<file path="src/design/thermistor_temp_ema_core_defines.svh">
// assertion helpers for the thermistor core
`ifndef THERMISTOR_TEMP_EMA_CORE_DEFINES_SVH
`define THERMISTOR_TEMP_EMA_CORE_DEFINES_SVH

// same-cycle implication, checked out of reset
`define TTE_ASSERT_NOW(lbl, ante, cons, msg) \
    lbl: assert property (@(posedge aclk) disable iff (!aresetn) (ante) |-> (cons)) \
        else $error(msg);

// next-cycle implication, checked out of reset
`define TTE_ASSERT_NEXT(lbl, ante, cons, msg) \
    lbl: assert property (@(posedge aclk) disable iff (!aresetn) (ante) |=> (cons)) \
        else $error(msg);

`endif

</file>
<file path="src/design/tte_pkg.sv">
package tte_pkg;

    localparam int OVERSAMPLE_N_DEF  = 8;
    localparam int NOMINAL_CELSIUS   = 25;
    localparam int FULL_SCALE_COUNTS = 1650;

    localparam int T0C       = NOMINAL_CELSIUS * 100 + 27315;
    localparam int T0C_X144  = T0C * 144;
    localparam int LN2_Q20   = 726817;
    localparam int FRAC_BITS = 20;
    localparam int MANT_W    = 31;
    localparam int X_CAP     = 40000;
    localparam int K_TO_F    = 7355;
    localparam int ALPHA_ONE = 256;

    localparam logic signed [14:0] TEMP_LO = 15'sh4000;
    localparam logic signed [14:0] TEMP_HI = 15'sh3fff;

    localparam int APB_ADDR_W = 5;

    typedef enum logic [2:0] {
        REG_SERIES  = 3'd0,
        REG_NOMINAL = 3'd1,
        REG_BETA    = 3'd2,
        REG_ALPHA   = 3'd3,
        REG_PIT_OFS = 3'd4,
        REG_MEAT_OFS = 3'd5,
        REG_VMIN    = 3'd6,
        REG_VMAX    = 3'd7
    } reg_idx_t;

    typedef struct packed {
        logic        [19:0] series_ohms;
        logic        [19:0] nominal_ohms;
        logic        [13:0] beta_kelvin;
        logic        [8:0]  alpha_q8;
        logic signed [11:0] pit_offset;
        logic signed [11:0] meat_offset;
        logic signed [14:0] valid_min;
        logic signed [14:0] valid_max;
    } cfg_t;

    typedef struct packed {
        logic               channel;
        logic signed [14:0] temp_f;
        logic               in_range;
        logic               fault;
    } res_t;

endpackage

</file>
<file path="src/design/tte_regs.sv">
module tte_regs
    import tte_pkg::*;
(
    input  logic                  aclk,
    input  logic                  aresetn,
    input  logic                  psel,
    input  logic                  penable,
    input  logic                  pwrite,
    input  logic [APB_ADDR_W-1:0] paddr,
    input  logic [31:0]           pwdata,
    output logic [31:0]           prdata,
    output cfg_t                  cfg
);

    cfg_t     cfg_reg;
    reg_idx_t idx;

    assign idx = reg_idx_t'(paddr[4:2]);
    assign cfg = cfg_reg;

    always_ff @(posedge aclk) begin
        if (!aresetn) begin
            cfg_reg.series_ohms  <= 20'd10000;
            cfg_reg.nominal_ohms <= 20'd10000;
            cfg_reg.beta_kelvin  <= 14'd3950;
            cfg_reg.alpha_q8     <= 9'd26;
            cfg_reg.pit_offset   <= '0;
            cfg_reg.meat_offset  <= '0;
            cfg_reg.valid_min    <= '0;
            cfg_reg.valid_max    <= 15'sd12000;
        end else if (psel && penable && pwrite) begin
            case (idx)
                REG_SERIES:   cfg_reg.series_ohms  <= pwdata[19:0];
                REG_NOMINAL:  cfg_reg.nominal_ohms <= pwdata[19:0];
                REG_BETA:     cfg_reg.beta_kelvin  <= pwdata[13:0];
                REG_ALPHA:    cfg_reg.alpha_q8     <= pwdata[8:0];
                REG_PIT_OFS:  cfg_reg.pit_offset   <= pwdata[11:0];
                REG_MEAT_OFS: cfg_reg.meat_offset  <= pwdata[11:0];
                REG_VMIN:     cfg_reg.valid_min    <= pwdata[14:0];
                REG_VMAX:     cfg_reg.valid_max    <= pwdata[14:0];
                default: ;
            endcase
        end
    end

    always_comb begin
        case (idx)
            REG_SERIES:   prdata = 32'(cfg_reg.series_ohms);
            REG_NOMINAL:  prdata = 32'(cfg_reg.nominal_ohms);
            REG_BETA:     prdata = 32'(cfg_reg.beta_kelvin);
            REG_ALPHA:    prdata = 32'(cfg_reg.alpha_q8);
            REG_PIT_OFS:  prdata = {20'd0, cfg_reg.pit_offset};
            REG_MEAT_OFS: prdata = {20'd0, cfg_reg.meat_offset};
            REG_VMIN:     prdata = {17'd0, cfg_reg.valid_min};
            REG_VMAX:     prdata = {17'd0, cfg_reg.valid_max};
            default:      prdata = '0;
        endcase
    end

endmodule

</file>
<file path="config.mk">
export PLATFORM = sky130hd
export DESIGN_NAME = tte_regs
export DESIGN_NICKNAME = d
export VERILOG_FILES = /design/src/design/thermistor_temp_ema_core_defines.svh /design/src/design/tte_pkg.sv /design/src/design/tte_regs.sv
export SDC_FILE = /design/constraint.sdc
export NUM_CORES = 1
export LEC_CHECK = 0
export BUFFER_PORTS_ARGS = -buffer_cell sky130_fd_sc_hd__buf_4
export CAP_MARGIN = 25
export CORE_ASPECT_RATIO = 2
export CORE_UTILIZATION = 50
export CTS_CLUSTER_SIZE = 30
export DETAILED_ROUTE_END_ITERATION = 6
export PLACE_DENSITY = 0.86
export SYNTH_ARGS = -nofsm -noshare
export SYNTH_HDL_FRONTEND = slang
export SYNTH_SLANG_ARGS = --single-unit
</file>
<file path="constraint.sdc">
create_clock -name aclk -period 3.4 [get_ports aclk]
set_input_delay 0.68 -clock aclk [delete_from_list [all_inputs] [get_ports aclk]]
set_output_delay 0.68 -clock aclk [all_outputs]
set_load 0.05 [all_outputs]
</file>
==> impl_metrics.tcl <==
set metrics [dict create \
    grt_pass1_vias 5193 \
    htree_levels 4 \
    cp_max_fo 31 \
    ys_seq_elements 117 \
    slew_violations 0 \
    finalCritPeriodShare 0.862 \
    num_antenna_cells 0 \
    hold_class "reg -> reg" \
    p_leak_nw 3.07 \
    clk_pin_slew_ps 50 \
    synth_ff_type "dfxtp_1" \
    synth_area_leaders "dfxtp_1 42%, nand2_1 13%, a21boi_0 5.8%" \
    yosysMostFrequentCell "nand2_1" \
    cts_hold_buf 0 \
    grt.busiest_layer "met2" \
    routed_via_density 5.81 \
    synth_edf_count 0 \
    synth_area_um2 5600 \
    cp_data_required_time_ps 2720 \
    core_area_um2 10900 \
    setup_violations 0 \
    grt_setup_unrepaired "false" \
    tightest_slew_ps 997 \
    dr.pass1.iters 6 \
    ys_seq_area_frac 0.419 \
    grt_max_degree 118 \
    post_drt_wl_per_cell_um 19.0 \
    async_flop_share 0 \
    cp.arrival_ps 2250 \
    status "finished clean" \
    cts_setup_buffers 0 \
    cp-start-kind "input pin" \
    clk_latency_ps 420 \
    fillers 896 \
    relSlewSlack 0.335 \
    fin_crit_ps 2930 \
    rows 54 \
    max_cap_viol_count 0 \
    cts_buffers 17 \
    grt_pass1_wl_um 28100 \
    wirelength_um 18400 \
    synth_top_area_share 0.419 \
    globalRouteMet2Util 0.554 \
    grt.met3_usage 0.0617 \
    grtUsageTotal 0.317 \
    crit_path_frequent_cell "buf_4" \
    cts_max_path_buffers 2 \
    antenna_left 0 \
    netlist_top_cells_count "188 x nand2_1, 117 x dfxtp_1, 46 x o21ai_0" \
    final-hold-violation-count 0 \
    cts_tree "built" \
    gp_congestion 0.907 \
    clock_skew_ps 0 \
    slowest_stage "buf_4" \
    met1_usage 0.346 \
    placed_cells 938 \
    route.detailed.drc 0 \
    fmax_ghz 0.341 \
    synth_area_leader_cell "dfxtp_1" \
    ioPinCount 191 \
    setup_tns_ps 0 \
    area_delta_synth_final_pct 31.1 \
    crit_chain "buf_4, and2b_1, a22o_1, a22oi_1, a21oi_1, buf_4" \
    critical_path.max_stage_delay_ps 330 \
    end_kind "primary output" \
    die-area_um2 11600 \
    power_density_nw_per_um2 503 \
    largest_reg_flops 117 \
    place_hpwl_um 12500 \
    vias 5630 \
    vdd.ir_drop.worst_mv 0.414 \
    ys_warn_count 0 \
    drtIter0Drc 599 \
    drive_above_1_share 0.270 \
    die_h_um 152 \
    avgSynthCellArea_um2 8.16 \
    layoutNonFillerInstCount 969 \
    netlist_instances 686 \
    finalNetCount 859 \
    cts-root-buf "clkbuf_16" \
    dieWidth_um 76.8 \
    antenna_found_initial 0 \
    synth_cell_types 45 \
    critical_path_class "in -> out" \
    cts_sinks 117 \
    portBuffers 164 \
    cts_resized 0 \
    start_util 0.514 \
    grt_overflow 0 \
]
==> routing by layer <==
layer  vias up  wire (um)
met2       344       9440
met1      2648       6550
met5         -          0
met3        73       1320
li1       2565          -
met4         0       1130
==> where the power goes <==
group	switching [W]	leakage, nW	internal, W
Sequential	0.0000109	0.945	0.00138
Combinational	0.000275	1.82	0.000118
Clock	0.000632	0.308	0.00127
Total	0.000918	3.07	0.00277
==> logic make-up after synthesis <==
| kind of cell | Yosys count | synth area share |
|---|---|---|
| AND/OR/NAND/NOR | 266 | 0.206 |
| AO/OA/AOI/OAI | 186 | 0.228 |
| flip-flops | 117 | 0.419 |
| buffers and inverters | 83 | 0.0816 |
| multiplexers | 33 | 0.0648 |
| other | 1 | 0.000670 |
==> worst max-delay path: cells and delay by family <==
kind	cells	cell delay, ps
and+or+nand+nor	1	310
AOI/OAI and AO/OA	3	710
buffers and inverters	2	540
==> layout by cell type (no fill, tap or decap), types with 2 or more instances in the layout <==
cell type and instances:
a22oi_1 5, a22o_1 6, inv_1 7, o21ai_0 46, o22ai_1 6, dfxtp_1 117, a21boi_1 43, nor2_4 4
nand3_1 28, clkbuf_8 3, mux2i_1 25, nor2b_1 4, a21oi_1 11, nand2_1 188, a211oi_1 5, nand2b_1 6
bufinv_16 4, conb_1 12, buf_4 177, mux4_2 2, a21boi_0 43, a221oi_1 8, nor2_1 21, mux2_2 5
a221o_1 2, clkinv_2 5, nor3_2 2, o22a_1 5, and3_1 2, clkbuf_16 17, or3_1 3
==> final cells by class <==
class                           count  area, um2  share of cell area
Clock buffer                       21        470              0.0642
Clock inverter                     10        153              0.0208
Inverter                            7       26.3             0.00358
Multi-Input combinational cell    497       2840               0.387
Sequential cell                   117       2340               0.319
Tap cell                          140        175              0.0239
Timing Repair Buffer              177       1330               0.181
==> metrics by stage <==
step	hold WS, ps	instance area, um2	power (W)	utilization	setup slack, ps
4_1_cts	471	7330	0.00368	0.674	487
3_3_place_gp	456	6710	0.00181	0.617	488
3_5_place_dp	464	6710	0.00181	0.617	486
2_1_floorplan	678	5640	0.00171	-	300
5_1_grt	491	7330	0.00377	0.674	437
6_report	469	7330	0.00369	0.674	470
==> final timing paths <==
path,from,to,depth (start not counted),slack (ps)
max,paddr[3],prdata[6],6,470
min,cfg[116],cfg[116],2,470
max reg2reg,cfg[48],cfg[48],2,2570
min reg2reg,cfg[116],cfg[116],2,470
(Power assumes the default switching activity.)
